===== config.mk =====
export PLATFORM = sky130hd
export DESIGN_NAME = expression_lexer
export DESIGN_NICKNAME = d
export VERILOG_FILES = /design/src/design/exlex_pkg.sv /design/src/design/exlex_front.sv /design/src/design/exlex_queue.sv /design/src/design/exlex_back.sv /design/src/design/expression_lexer.sv
export SDC_FILE = /design/constraint.sdc
export NUM_CORES = 1
export LEC_CHECK = 0
export ABC_AREA = 1
export BUFFER_PORTS_ARGS = -buffer_cell sky130_fd_sc_hd__buf_2
export CAP_MARGIN = 15
export CORE_MARGIN = 10
export CORE_UTILIZATION = 30
export CTS_CLUSTER_DIAMETER = 150
export DETAILED_ROUTE_END_ITERATION = 16
export PLACE_DENSITY = 0.53
export SYNTH_ARGS = -nofsm -noshare
export SYNTH_HDL_FRONTEND = slang
export SYNTH_SLANG_ARGS = --single-unit

===== constraint.sdc =====
create_clock -name clk -period 3.6 [get_ports clk]
set_input_delay 0.54 -clock clk [delete_from_list [all_inputs] [get_ports clk]]
set_output_delay 0.54 -clock clk [all_outputs]
set_load 0.01 [all_outputs]

===== src/design/exlex_pkg.sv =====
package exlex_pkg;

	typedef struct packed {
		logic [7:0] in_char;
		logic       end_of_expr;
	} in_item_t;

	typedef struct packed {
		logic [7:0] out_char;
		logic [1:0] token_kind;
		logic       token_first;
		logic       token_last;
		logic       run_last;
	} out_item_t;

	// One queue entry carries every result of one input transfer (one or two).
	typedef struct packed {
		logic      has_second;
		out_item_t first_res;
		out_item_t second_res;
	} q_entry_t;

	typedef struct packed {
		logic empty;
		logic full;
	} q_status_t;

	typedef enum logic [3:0] {
		MODE_NONE   = 4'b0001,
		MODE_NUMBER = 4'b0010,
		MODE_IDENT  = 4'b0100,
		MODE_POWER  = 4'b1000
	} mode_t;

	localparam logic [1:0] KIND_NUMBER = 2'd0;
	localparam logic [1:0] KIND_IDENT  = 2'd1;
	localparam logic [1:0] KIND_POWER  = 2'd2;
	localparam logic [1:0] KIND_SYMBOL = 2'd3;

	localparam logic [7:0] CH_STAR   = 8'h2A;
	localparam logic [7:0] CH_MINUS  = 8'h2D;
	localparam logic [7:0] CH_PLUS   = 8'h2B;
	localparam logic [7:0] CH_SLASH  = 8'h2F;
	localparam logic [7:0] CH_LPAREN = 8'h28;
	localparam logic [7:0] CH_SPACE  = 8'h20;

	typedef struct packed {
		logic      emit;
		out_item_t item;
		mode_t     mode;
		logic      uma;
	} res_t;

	function automatic logic is_digit(logic [7:0] c);
		return (c >= 8'h30) && (c <= 8'h39);
	endfunction

	function automatic logic is_letter(logic [7:0] c);
		return ((c >= 8'h41) && (c <= 8'h5A)) || ((c >= 8'h61) && (c <= 8'h7A));
	endfunction

	function automatic logic is_space(logic [7:0] c);
		return (c == CH_SPACE) || ((c >= 8'h09) && (c <= 8'h0D));
	endfunction

	// Classify byte c with lookahead n (nv says the lookahead is present).
	function automatic res_t resolve(mode_t mode, logic uma, logic [7:0] c,
			logic nv, logic [7:0] n);
		res_t r;
		logic nd;
		logic na;
		nd = nv && is_digit(n);
		na = nv && (is_digit(n) || is_letter(n));
		r.emit = 1'b1;
		r.mode = mode;
		r.uma = uma;
		r.item.out_char = c;
		r.item.run_last = 1'b0;
		r.item.token_kind = KIND_SYMBOL;
		r.item.token_first = 1'b1;
		r.item.token_last = 1'b1;
		case (mode)
			MODE_POWER: begin
				r.item.token_kind = KIND_POWER;
				r.item.token_first = 1'b0;
				r.mode = MODE_NONE;
			end
			MODE_NUMBER: begin
				r.item.token_kind = KIND_NUMBER;
				r.item.token_first = 1'b0;
				r.item.token_last = !nd;
				if (!nd) r.mode = MODE_NONE;
			end
			MODE_IDENT: begin
				r.item.token_kind = KIND_IDENT;
				r.item.token_first = 1'b0;
				r.item.token_last = !na;
				if (!na) r.mode = MODE_NONE;
			end
			default: begin
				if (is_space(c)) begin
					r.emit = 1'b0;
				end else if (is_digit(c) || ((c == CH_MINUS) && uma && nd)) begin
					r.item.token_kind = KIND_NUMBER;
					r.item.token_last = !nd;
					r.mode = nd ? MODE_NUMBER : MODE_NONE;
					r.uma = 1'b0;
				end else if (is_letter(c)) begin
					r.item.token_kind = KIND_IDENT;
					r.item.token_last = !na;
					r.mode = na ? MODE_IDENT : MODE_NONE;
					r.uma = 1'b0;
				end else if ((c == CH_STAR) && nv && (n == CH_STAR)) begin
					r.item.token_kind = KIND_POWER;
					r.item.token_last = 1'b0;
					r.mode = MODE_POWER;
					r.uma = 1'b1;
				end else begin
					r.mode = MODE_NONE;
					r.uma = (c == CH_PLUS) || (c == CH_MINUS) || (c == CH_STAR) ||
						(c == CH_SLASH) || (c == CH_LPAREN);
				end
			end
		endcase
		return r;
	endfunction

endpackage


===== src/design/exlex_front.sv =====
module exlex_front (
	input  logic                 clk,
	input  logic                 arst_n,
	input  logic                 char_valid,
	output logic                 char_stall,
	input  exlex_pkg::in_item_t  char_item,
	input  exlex_pkg::q_status_t q_stat,
	output logic                 push,
	output exlex_pkg::q_entry_t  push_entry
);
	import exlex_pkg::*;

	logic [7:0] held_char_q;
	logic       held_valid_q;
	mode_t      mode_q;
	logic       uma_q;

	logic  accept;
	res_t  res_held;
	res_t  res_cur;
	mode_t mode_mid;
	logic  uma_mid;

	assign char_stall = q_stat.full;
	assign accept = char_valid && !q_stat.full;

	always_comb begin
		res_held = resolve(mode_q, uma_q, held_char_q, 1'b1, char_item.in_char);
		if (!held_valid_q) begin
			res_held.emit = 1'b0;
			res_held.mode = mode_q;
			res_held.uma = uma_q;
		end
		mode_mid = res_held.mode;
		uma_mid = res_held.uma;
		// On the final byte there is no lookahead, so it closes any open token.
		res_cur = resolve(mode_mid, uma_mid, char_item.in_char, 1'b0, 8'h00);
		if (!char_item.end_of_expr) res_cur.emit = 1'b0;
	end

	always_comb begin
		push = accept && (res_held.emit || res_cur.emit);
		push_entry.has_second = res_held.emit && res_cur.emit;
		push_entry.first_res = res_held.emit ? res_held.item : res_cur.item;
		push_entry.first_res.run_last = !(res_held.emit && res_cur.emit);
		push_entry.second_res = res_cur.item;
		push_entry.second_res.run_last = 1'b1;
	end

	always_ff @(posedge clk or negedge arst_n) begin
		if (!arst_n) begin
			held_char_q <= 8'h00;
			held_valid_q <= 1'b0;
			mode_q <= MODE_NONE;
			uma_q <= 1'b1;
		end else if (accept) begin
			if (char_item.end_of_expr) begin
				held_char_q <= 8'h00;
				held_valid_q <= 1'b0;
				mode_q <= MODE_NONE;
				uma_q <= 1'b1;
			end else begin
				held_char_q <= char_item.in_char;
				held_valid_q <= 1'b1;
				mode_q <= mode_mid;
				uma_q <= uma_mid;
			end
		end
	end

endmodule


===== src/design/exlex_queue.sv =====
module exlex_queue #(
	parameter int DEPTH = 4
) (
	input  logic                 clk,
	input  logic                 arst_n,
	input  logic                 push,
	input  exlex_pkg::q_entry_t  push_entry,
	input  logic                 pop,
	output exlex_pkg::q_entry_t  head,
	output exlex_pkg::q_status_t q_stat
);
	import exlex_pkg::*;

	localparam int PW = (DEPTH > 1) ? $clog2(DEPTH) : 1;
	localparam int CW = $clog2(DEPTH + 1);
	localparam logic [PW-1:0] LAST_SLOT = PW'(DEPTH - 1);
	localparam logic [CW-1:0] FULL_COUNT = CW'(DEPTH);

	q_entry_t      mem_q [DEPTH];
	logic [PW-1:0] wr_ptr_q;
	logic [PW-1:0] rd_ptr_q;
	logic [CW-1:0] count_q;

	assign head = mem_q[rd_ptr_q];
	assign q_stat.empty = (count_q == '0);
	assign q_stat.full = (count_q == FULL_COUNT);

	always_ff @(posedge clk) begin
		if (push) mem_q[wr_ptr_q] <= push_entry;
	end

	always_ff @(posedge clk or negedge arst_n) begin
		if (!arst_n) begin
			wr_ptr_q <= '0;
			rd_ptr_q <= '0;
			count_q <= '0;
		end else begin
			if (push) wr_ptr_q <= (wr_ptr_q == LAST_SLOT) ? '0 : wr_ptr_q + 1'b1;
			if (pop) rd_ptr_q <= (rd_ptr_q == LAST_SLOT) ? '0 : rd_ptr_q + 1'b1;
			if (push && !pop) count_q <= count_q + 1'b1;
			else if (pop && !push) count_q <= count_q - 1'b1;
		end
	end

`ifndef SYNTHESIS
	a_no_push_full: assert property (@(posedge clk) disable iff (!arst_n)
		q_stat.full |-> !push) else $error("push into a full queue");
	a_no_pop_empty: assert property (@(posedge clk) disable iff (!arst_n)
		q_stat.empty |-> !pop) else $error("pop from an empty queue");
	a_count_step: assert property (@(posedge clk) disable iff (!arst_n)
		(push && !pop) |=> (count_q == $past(count_q) + 1'b1))
		else $error("queue count did not follow a push");
`endif

endmodule


===== src/design/exlex_back.sv =====
module exlex_back (
	input  logic                 clk,
	input  logic                 arst_n,
	input  exlex_pkg::q_entry_t  head,
	input  exlex_pkg::q_status_t q_stat,
	output logic                 pop,
	output logic                 tok_valid,
	input  logic                 tok_stall,
	output exlex_pkg::out_item_t tok_item
);
	import exlex_pkg::*;

	logic      out_valid_q;
	out_item_t out_q;
	logic      second_q;
	logic      load;

	// The output register takes a new result when it is empty or being drained.
	assign load = !q_stat.empty && (!out_valid_q || !tok_stall);
	assign pop = load && (!head.has_second || second_q);

	assign tok_valid = out_valid_q;
	assign tok_item = out_q;

	always_ff @(posedge clk) begin
		if (load) out_q <= second_q ? head.second_res : head.first_res;
	end

	always_ff @(posedge clk or negedge arst_n) begin
		if (!arst_n) begin
			out_valid_q <= 1'b0;
			second_q <= 1'b0;
		end else begin
			if (load) out_valid_q <= 1'b1;
			else if (!tok_stall) out_valid_q <= 1'b0;
			if (load) second_q <= head.has_second && !second_q;
		end
	end

endmodule


===== src/design/expression_lexer.sv =====
// Streaming lexer for arithmetic expression text.
// Input channel char_*: one byte per transfer, end_of_expr set on the last
// byte of an expression. Output channel tok_*: one token character per
// transfer, tagged with its kind (number, identifier, power, symbol), first
// and last marks, and run_last on the final result caused by an input byte.
// A byte is held back as lookahead and is classified when the next byte
// arrives, so its result leaves with the following transfer; the final byte
// of an expression releases both the held byte and itself. Whitespace gives
// no result. Tokens may be of any length.
// A result released by a transfer is written into the queue, then loaded into
// the output register that drives tok_*. Throughput: one byte per cycle while
// char_stall is low; the output side drains one result per cycle while
// tok_stall is low, so the final byte, which may release two results, needs
// two output transfers to drain. A queue of QUEUE_DEPTH entries sits between
// the classifier and the output register. Reset clears the lookahead, the open
// token and the queue; tok_valid drops. While tok_stall is high the shown
// result holds, the queue fills, and char_stall rises once it is full.
module expression_lexer #(
	parameter int QUEUE_DEPTH = 4
) (
	input  logic                 clk,
	input  logic                 arst_n,
	input  logic                 char_valid,
	output logic                 char_stall,
	input  exlex_pkg::in_item_t  char_item,
	output logic                 tok_valid,
	input  logic                 tok_stall,
	output exlex_pkg::out_item_t tok_item
);
	import exlex_pkg::*;

	q_status_t q_stat;
	logic      push;
	logic      pop;
	q_entry_t  push_entry;
	q_entry_t  head;

	exlex_front u_front (
		.clk        (clk),
		.arst_n     (arst_n),
		.char_valid (char_valid),
		.char_stall (char_stall),
		.char_item  (char_item),
		.q_stat     (q_stat),
		.push       (push),
		.push_entry (push_entry)
	);

	exlex_queue #(
		.DEPTH (QUEUE_DEPTH)
	) u_queue (
		.clk        (clk),
		.arst_n     (arst_n),
		.push       (push),
		.push_entry (push_entry),
		.pop        (pop),
		.head       (head),
		.q_stat     (q_stat)
	);

	exlex_back u_back (
		.clk       (clk),
		.arst_n    (arst_n),
		.head      (head),
		.q_stat    (q_stat),
		.pop       (pop),
		.tok_valid (tok_valid),
		.tok_stall (tok_stall),
		.tok_item  (tok_item)
	);

endmodule


==> impl_metrics.yaml, run 1 <==
setup_path:
  crit_type: "register to register"
  arrival_ns: 3.51
  path_max_fanout: 7
  cp.required_ns: 3.89
  endpoint_kind: "register"
  start_kind: "register"
timing:
  hold_viol_final: 0
  tightestPinTransition_ns: 0.881
  skew_ns: 0.0178
  final.min_clock_period_ns: 3.21
  drv_slew: 0
  setup_viol: 0
  relSlewSlack: 0.409
  rsz0062_at_grt: "no"
  setup_tns_ns: 0
  post-route-period-util: 0.893
  fmax_mhz: 311
placed_design:
  hpwl_um: 9690
  io_buffers: 27
  place_congestion: 0.853
synth:
  ys.warnings.count: 0
  syn_area_per_cell_um2: 10.9
  synth_fa_ha_area_frac: 0.0156
  ys_async_sr_fraction: 0.169
  synth-xor-area-share: 0.00288
  yosys.area.top_type_share: 0.558
  ys_types: 41
  synth_flop_cell: "edfxtp_1"
  synth_top_family_by_area: "simple AND/OR/NAND/NOR gates"
  synth_most_common_cell: "edfxtp_1"
  synth_mux_area_frac: 0.00185
  syn_inst: 560
  synth-edff-count: 113
  synth_area_leaders: "edfxtp_1, dfrtp_1, nor2_1"
  synth_compound_area_frac: 0.118
  syn_area_um2: 6080
  synth_seq_area_share: 0.653
  synth-simple-area-share: 0.165
  ys_top_cells_by_count: "edfxtp_1, nor2_1, o21ai_0"
  synth_top_cell_by_area: "edfxtp_1"
  ys_ff_latch: 136
  synth_nets: 580
job:
  max_cap_viol_count: 0
clocking:
  cts-htree-levels: 4
  clock-sinks: 136
  cts_made_buffers: 17
  cts_tree: "built"
  root_buffer: "clkbuf_16"
  clk_latency_ns: 0.42
  clk_pin_slew_ns: 0.06
  cts_hold_buf: 0
  clock_path_buffers: 2
  post-cts-setup-buffer-count: 0
  ctsResizeCount: 0
floorplanning:
  rows: 52
  start_util: 0.302
  io_pins: 28
  die_x_um: 162
  die_area_um2: 26300
  dieHeight_um: 162
  core_area_um2: 20100
route:
  drt-vias-per-instance: 4.67
  dr.pass1.iters: 4
  detail-route-antenna-nets: 0
  drt_iter0_drc: 272
  vias: 4129
  avgRoutedWirePerCell_um: 16.2
  route.detailed.drc: 0
  wl_um: 14400
outcome:
  status: "complete, no violations"
pwr:
  p_leak_nw: 2.70
  p_per_area_nw_per_um2: 819
  finalPower_mw: 5.94
  vdd_drop_max_v: 0.000340
cells_and_area:
  layout.nets: 622
  diodes: 0
  drive_gt1_frac: 0.200
  synthToLayoutAreaGrowth_pct: 19.4
  fill_cells: 1948
grt:
  grt_use_total: 0.114
  grt_pass1_vias: 4130
  grt_pass1_wl_um: 22900
  antenna_found_initial: 0
  grt_max_degree: 49
  overflow: 0
min_path:
  min_path_type: "input port to async pin"
-- placed cells by master, fill, tap and decap left out, drive strengths merged, types with 2 or more instances in the layout --
master	Yosys	final
nand2	78	78
o31ai	2	2
o211ai	5	5
a31oi	11	11
nand4	6	6
clkinv	1	7
clkinvlp	0	3
nor3	2	2
dfrtp	21	21
bufinv	0	3
o21ai	70	70
or2	3	3
edfxtp	113	113
ha	6	6
dfstp	2	2
nor2	112	112
nand3	18	18
clkbuf	20	20
buf	1	44
inv	49	49
a21oi	11	11
o22ai	19	19
-- per-layer routing --
metal	track usage	vias to the layer above	share of wire
li1	-	2043	-
met1	0.142	2014	0.47
met2	0.184	64	0.49
met3	0.0301	8	0.038
met4	0.0451	0	0.0086
met5	0	-	0
-- cell type report --
type | instances | area, µm² | area share
inverters | 50 | 188 | 0.0259
multi-input cells | 353 | 1840 | 0.253
clock buffers | 20 | 457 | 0.0629
flip-flops and latches | 136 | 3970 | 0.547
clock inverters | 12 | 150 | 0.0207
repair buffers | 44 | 313 | 0.0431
well taps | 270 | 338 | 0.0466
-- kinds of logic (layout without fill, tap and decap cells) --
kind of cell	after synthesis	count (layout)
AND/OR/NAND/NOR	219	219
adder cells (fa/ha/maj)	7	7
AO/OA/AOI/OAI	124	124
buffers and inverters	71	126
flip-flops	136	136
XOR/XNOR	2	2
multiplexers	1	1
-- power by group --
group | switching [mW] | total, mW | internal (mW) | leakage, nW
clock | 0.635 | 1.76 | 1.12 | 0.292
sequential | 0.149 | 2.33 | 2.18 | 1.29
combinational | 1.25 | 1.85 | 0.601 | 1.12
-- sequential cells by signal, summed over array words and instances, names as in the netlist --
register,cells
u_front.uma_q,1
u_front.mode_q,4
u_queue.count_q,3
u_front.held_char_q,8
u_back.second_q,1
u_back.tok_item,13
u_back.tok_valid,1
u_queue.mem_q,100
u_queue.rd_ptr_q,2
u_front.held_valid_q,1
u_queue.wr_ptr_q,2
-- path summary, 6_finish.rpt --
| check | start | endpoint | slack, ns | cells after the start |
|---|---|---|---|---|
| setup / recovery | u_front.mode_q[0] | u_queue.count_q[2] | 0.39 | 20 |
| hold / removal | arst_n | u_queue.rd_ptr_q[0] | 0.1 | 1 |
| setup reg to reg | u_front.mode_q[0] | u_queue.count_q[2] | 0.39 | 20 |
| hold reg to reg | u_back.tok_valid | u_back.tok_valid | 0.50 | 2 |
| max in group asynchronous | arst_n | u_front.uma_q | 3.12 | 1 |
| min in group clk | tok_stall | u_back.tok_valid | 0.35 | 3 |
-- worst max-delay path, stage by stage, from the launching register on --
cell	delay, ns
dfstp_2	0.51
inv_1	0.09
nand4_1	0.23
nand3_4	0.16
nor2_2	0.11
nand2_1	0.07
o21ai_2	0.20
nand3_1	0.16
nand2_1	0.10
nand3_1	0.11
nand3_2	0.09
nand2_2	0.07
nand2_4	0.08
nand2_4	0.09
inv_1	0.07
ha_1	0.13
inv_1	0.06
fa_1	0.37
a21oi_1	0.14
o21ai_0	0.10
xor2_1	0.15
-- through the flow --
| stage | worst slack (ns) | hold WS [ns] | instances | utilization | cell area [µm²] |
|---|---|---|---|---|---|
| floorplan | 0.662 | 0.244 | 560 | - | 6080 |
| global route | 0.0598 | 0.130 | 885 | 0.361 | 7260 |
| detailed placement | 0.159 | 0.483 | 853 | 0.331 | 6650 |
| finish | 0.386 | 0.0965 | 885 | 0.361 | 7260 |
| CTS | 0.367 | 0.108 | 885 | 0.361 | 7260 |
| global placement | 0.192 | 0.480 | 853 | 0.331 | 6650 |
No activity file was read; power rests on OpenSTA's default activity.
==> run 2: changes to the inputs <==
==> constraint.sdc (replaced) <==
create_clock -name clk -period 3.8 [get_ports clk]
set_input_delay 0.57 -clock clk [delete_from_list [all_inputs] [get_ports clk]]
set_output_delay 0.57 -clock clk [all_outputs]
set_load 0.01 [all_outputs]
==> run 2 against run 1 <==
  * Die area stayed put
  * Worst setup slack better by 0.093 ns
  * Via count grew 0.65%
  * Highest routed layer is now met5
  * Combinational power down 8%
  * Sequential cell count unchanged
  * Critical path depth decreased by 1
  * Register-to-register slack gained 0.09 ns
==> impl_metrics.yaml, run 2 (synthesized netlist as in run 1, its figures left out) <==
outcome:
  status: "complete, no violations"
route:
  vias: 4156
  wl_um: 14400
  drt_iter0_drc: 331
  dr.pass1.iters: 5
  route.detailed.drc: 0
  detail-route-antenna-nets: 0
  avgRoutedWirePerCell_um: 16.3
  drt-vias-per-instance: 4.71
cells_and_area:
  largest-register: "u_queue.mem_q"
  final_cell_mix: "edfxtp_1, nor2_1, o21ai_0"
  largest_register_ffs: 100
  synthToLayoutAreaGrowth_pct: 18.8
  diodes: 0
  final_core_util: 0.359
  layout_commonest_cell: "edfxtp_1"
  drive_gt1_frac: 0.196
  layout.nets: 619
  fill_cells: 1978
setup_path:
  start_kind: "register"
  arrival_ns: 3.62
  path_max_fanout: 9
  endpoint_kind: "register"
  cp.required_ns: 4.10
  crit_type: "register to register"
placed_design:
  hpwl_um: 9480
  place_congestion: 0.851
  io_buffers: 27
clocking:
  cts_hold_buf: 0
  cts_made_buffers: 17
  clk_pin_slew_ns: 0.06
  clock_path_buffers: 2
  clk_latency_ns: 0.42
  ctsResizeCount: 0
  cts_tree: "built"
  root_buffer: "clkbuf_16"
  clock-sinks: 136
  post-cts-setup-buffer-count: 0
  cts-htree-levels: 4
floorplanning:
  io_pins: 28
  start_util: 0.302
  core_area_um2: 20100
  die_area_um2: 26300
  rows: 52
  die_x_um: 162
  dieHeight_um: 162
pwr:
  p_leak_nw: 2.69
  p_sw_mw: 1.93
  internal_power_mw: 3.78
  power_frac_comb: 0.297
  p_sw_frac: 0.338
  seqPwrFrac: 0.391
  power_frac_clock: 0.312
  vdd_drop_max_v: 0.000311
  p_per_area_nw_per_um2: 791
grt:
  overflow: 0
  grt_pass1_wl_um: 23200
  antenna_found_initial: 1
  grt_max_degree: 49
  grt_use_total: 0.113
  grt_pass1_vias: 4305
timing:
  hold_viol_final: 0
  rsz0062_at_grt: "no"
  final.min_clock_period_ns: 3.32
  post-route-period-util: 0.874
  setup_viol: 0
  skew_ns: 0.00923
  relSlewSlack: 0.404
  setup_tns_ns: 0
  tightestPinTransition_ns: 0.889
  fmax_mhz: 301
  drv_slew: 0
min_path:
  min_path_type: "input port to async pin"
job:
  max_cap_viol_count: 0
==> run 2: changes by cell type in the layout (fill, tap and decap cells not counted), sizes merged <==
cell    delta
buf        -3
bufinv     +2
clkbuf     -1
clkinv     -1
==> run 2: power groups by stage <==
stage          registers (mW)  clock network [mW]  logic [mW]
2_1_floorplan            2.25                   0        1.15
6_report                 2.23                1.78        1.70
3_5_place_dp             2.27                   0        1.73
3_3_place_gp             2.26                   0        1.71
4_1_cts                  2.24                1.81        1.74
5_1_grt                  2.27                1.87        1.95
==> run 2: area by class of cell <==
cell class,count,area [µm²],share of cell area
clock buffer,19,443,0.0613
clock inverter,13,201,0.0279
inverter,50,188,0.0260
multi-input combinational,353,1840,0.255
sequential,136,3970,0.550
tap,270,338,0.0468
timing repair buffer,41,240,0.0333
==> run 2: worst paths after layout <==
| check | end | startpoint | depth (start not counted) | slack [ns] |
|---|---|---|---|---|
| setup / recovery | u_queue.count_q[1] | u_front.mode_q[0] | 19 | 0.48 |
| hold / removal | u_back.second_q | arst_n | 1 | 0.13 |
| setup reg to reg | u_queue.count_q[1] | u_front.mode_q[0] | 19 | 0.48 |
| hold reg to reg | u_back.tok_valid | u_back.tok_valid | 2 | 0.49 |
| max in group asynchronous | u_front.held_char_q[2] | arst_n | 1 | 3.29 |
| min in group clk | u_back.tok_valid | tok_stall | 3 | 0.38 |
==> run 2: worst max-delay path: stages (launching register included) <==
cell     delay [ns]
dfstp_2        0.51
inv_1          0.09
nand4_1        0.24
nand3_4        0.16
inv_1          0.31
nand3_2        0.12
nand2_2        0.09
nand2_2        0.07
nand2_1        0.07
nand2_1        0.05
nand3_1        0.11
nand3_2        0.08
nand2_2        0.10
nand2_4        0.06
nand2_4        0.11
inv_1          0.06
ha_1           0.18
inv_1          0.10
fa_1           0.42
mux2_2         0.27
==> run 2: stage by stage <==
step | std cells | setup WS, ns | instance area [µm²] | total power [mW] | hold WS (ns)
2_1_floorplan | 560 | 0.832 | 6080 | 3.40 | 0.274
3_3_place_gp | 850 | 0.375 | 6580 | 3.96 | 0.483
3_5_place_dp | 850 | 0.348 | 6580 | 4.00 | 0.488
4_1_cts | 882 | 0.454 | 7220 | 5.78 | 0.172
5_1_grt | 882 | 0.187 | 7220 | 6.09 | 0.173
6_report | 882 | 0.480 | 7220 | 5.71 | 0.131
==> run 2: per-layer routing <==
| metal | share of wire | track usage | vias to the layer above | wire length [µm] |
|---|---|---|---|---|
| met4 | 0.021 | 0.0488 | 2 | 305 |
| met1 | 0.46 | 0.141 | 2013 | 6680 |
| li1 | - | - | 2033 | - |
| met3 | 0.041 | 0.0268 | 26 | 582 |
| met5 | 0.00077 | 0 | - | 11 |
| met2 | 0.47 | 0.183 | 82 | 6790 |
==> run 3: changes to the inputs <==
--- a/config.mk
+++ b/config.mk
@@ -9,10 +9,10 @@
 export BUFFER_PORTS_ARGS = -buffer_cell sky130_fd_sc_hd__buf_2
 export CAP_MARGIN = 15
 export CORE_MARGIN = 10
-export CORE_UTILIZATION = 30
+export CORE_UTILIZATION = 35
 export CTS_CLUSTER_DIAMETER = 150
 export DETAILED_ROUTE_END_ITERATION = 16
-export PLACE_DENSITY = 0.53
+export PLACE_DENSITY = 0.58
 export SYNTH_ARGS = -nofsm -noshare
 export SYNTH_HDL_FRONTEND = slang
 export SYNTH_SLANG_ARGS = --single-unit
==> run 3 against run 2 <==
  * Power is 3.6% lower
  * Sequential cell count stayed put
  * Critical path depth is 1 higher
  * Sequential share of layout area is 1.3 points higher
  * Cell area is 2.2% lower
  * Wire length is 4.0% lower
  * Die area is 13% lower
  * Hold slack better by 0.029 ns
  * First-iteration DRC count is 8.5% lower
  * Sequential power hardly changed
  * Global-route usage is 1.4 points higher
  * Maximum frequency is 0.88% lower
  * Highest routed layer is now met4
==> impl_metrics.yaml, run 3 (synthesized netlist as in run 1, its figures left out) <==
outcome:
  status: "complete, no violations"
cells_and_area:
  largest-register: "u_queue.mem_q"
  final_cell_mix: "edfxtp_1, nor2_1, o21ai_0"
  largest_register_ffs: 100
  drive_gt1_frac: 0.181
  synthToLayoutAreaGrowth_pct: 16.2
  layout_commonest_cell: "edfxtp_1"
  layout.nets: 615
  postLayoutCellArea_um2: 7060
  diodes: 0
  fill_cells: 1665
grt:
  grt_use_met1: 0.171
  grt_max_degree: 49
  grt_pass1_vias: 3975
  grt_pass1_wl_um: 22200
  met3_usage: 0.0374
  grt_busiest_layer: "met2"
  grt_use_met2: 0.190
  antenna_found_initial: 0
  overflow: 0
  grt_use_total: 0.127
timing:
  final.min_clock_period_ns: 3.35
  skew_ns: 0.0128
  rsz0062_at_grt: "no"
  fmax_mhz: 299
  hold_viol_final: 0
  setup_tns_ns: 0
  post-route-period-util: 0.882
  tightestPinTransition_ns: 0.829
  setup_viol: 0
  relSlewSlack: 0.444
  drv_slew: 0
setup_path:
  endpoint_kind: "register"
  arrival_ns: 3.64
  path_cells: "inv_1, nand4_1, nand3_4, inv_1, nand3_2, nand2_2, nand3_1, nand2_1, nand3_1, nand3_2, nand2_2, nand2_4, nand2_4, inv_1, ha_1, inv_1, fa_1, a21oi_1, o21ai_0, xor2_1"
  crit_type: "register to register"
  start_kind: "register"
  cpMostUsedCell: "inv_1"
  cpMaxStageDelayCell: "dfstp_2"
  slowest_delay_ns: 0.51
  path_max_fanout: 9
  cp.required_ns: 4.09
route:
  route.detailed.drc: 0
  vias: 4102
  detail-route-antenna-nets: 0
  drt-vias-per-instance: 4.92
  dr.pass1.iters: 4
  wl_um: 13800
  drt_iter0_drc: 303
  avgRoutedWirePerCell_um: 16.6
placed_design:
  place_congestion: 0.917
  hpwl_um: 8840
  placed_area_um2: 6490
  io_buffers: 27
floorplanning:
  die_x_um: 152
  start_util: 0.354
  core_area_um2: 17200
  die_area_um2: 23000
  io_pins: 28
  rows: 48
  dieHeight_um: 152
job:
  max_cap_viol_count: 0
clocking:
  cts-htree-levels: 4
  post-cts-setup-buffer-count: 0
  cts_hold_buf: 0
  clock-sinks: 136
  clock_path_buffers: 2
  root_buffer: "clkbuf_16"
  cts_tree: "built"
  cts_made_buffers: 17
  clk_latency_ns: 0.42
  clk_pin_slew_ns: 0.06
  ctsResizeCount: 0
pwr:
  p_leak_nw: 2.64
  p_per_area_nw_per_um2: 780
  finalPower_mw: 5.51
  vdd_drop_max_v: 0.000325
min_path:
  min_path_type: "input port to async pin"
==> run 3: cell types whose count changed in the layout (fill, tap and decap cells not counted), sizes merged <==
cell	change
clkinv	+3
clkinvlp	-2
bufinv	-2
buf	-4
clkbuf	+1
==> run 3: stage by stage <==
| step | hold WS [ns] | utilization | cells | setup WS (ns) |
|---|---|---|---|---|
| after detailed placement | 0.484 | 0.378 | 801 | 0.329 |
| after global placement | 0.478 | 0.378 | 801 | 0.353 |
| final | 0.160 | 0.411 | 833 | 0.450 |
| after CTS | 0.168 | 0.411 | 833 | 0.441 |
| after floorplan | 0.274 | - | 560 | 0.832 |
| after global routing | 0.184 | 0.411 | 833 | 0.104 |
==> run 3: final timing paths <==
check                                          to  cells after the start              start  slack (ns)
setup / recovery               u_queue.count_q[2]                     20  u_front.mode_q[0]        0.45
hold / removal                  u_front.mode_q[2]                      1             arst_n        0.16
setup reg to reg               u_queue.count_q[2]                     20  u_front.mode_q[0]        0.45
hold reg to reg                  u_back.tok_valid                      2   u_back.tok_valid        0.49
max in group asynchronous  u_front.held_char_q[4]                      1             arst_n        3.25
min in group clk                 u_back.tok_valid                      3          tok_stall        0.38
==> run 3: routing by layer <==
layer	vias up	routed length (µm)
met2	77	6470
met3	12	609
met4	0	199
met1	1984	6510
met5	-	0
li1	2029	-
==> run 3: cell type report <==
| cell class | count | area, µm² | area share |
|---|---|---|---|
| clock buffers | 20 | 437 | 0.0619 |
| clock inverters | 12 | 133 | 0.0188 |
| inverters | 50 | 188 | 0.0266 |
| multi-input cells | 353 | 1840 | 0.261 |
| flip-flops and latches | 136 | 3970 | 0.563 |
| well taps | 225 | 282 | 0.0399 |
| repair buffers | 37 | 210 | 0.0298 |
==> run 3: worst max-delay path: cells and delay by family (launching register included) <==
family / cells / cell delay (ns)
and+or+nand+nor: 11 / 1.26
buffers and inverters: 4 / 0.54
xor gates and xnor gates: 1 / 0.15
adders and majority gates: 2 / 0.51
DFF: 1 / 0.51
AOI/OAI and AO/OA: 2 / 0.25
==> run 3: where the power goes <==
part | internal [mW] | total, mW | switching, mW
registers | 2.07 | 2.22 | 0.157
clock network | 1.02 | 1.60 | 0.579
logic | 0.530 | 1.69 | 1.16
total | 3.61 | 5.51 | 1.89
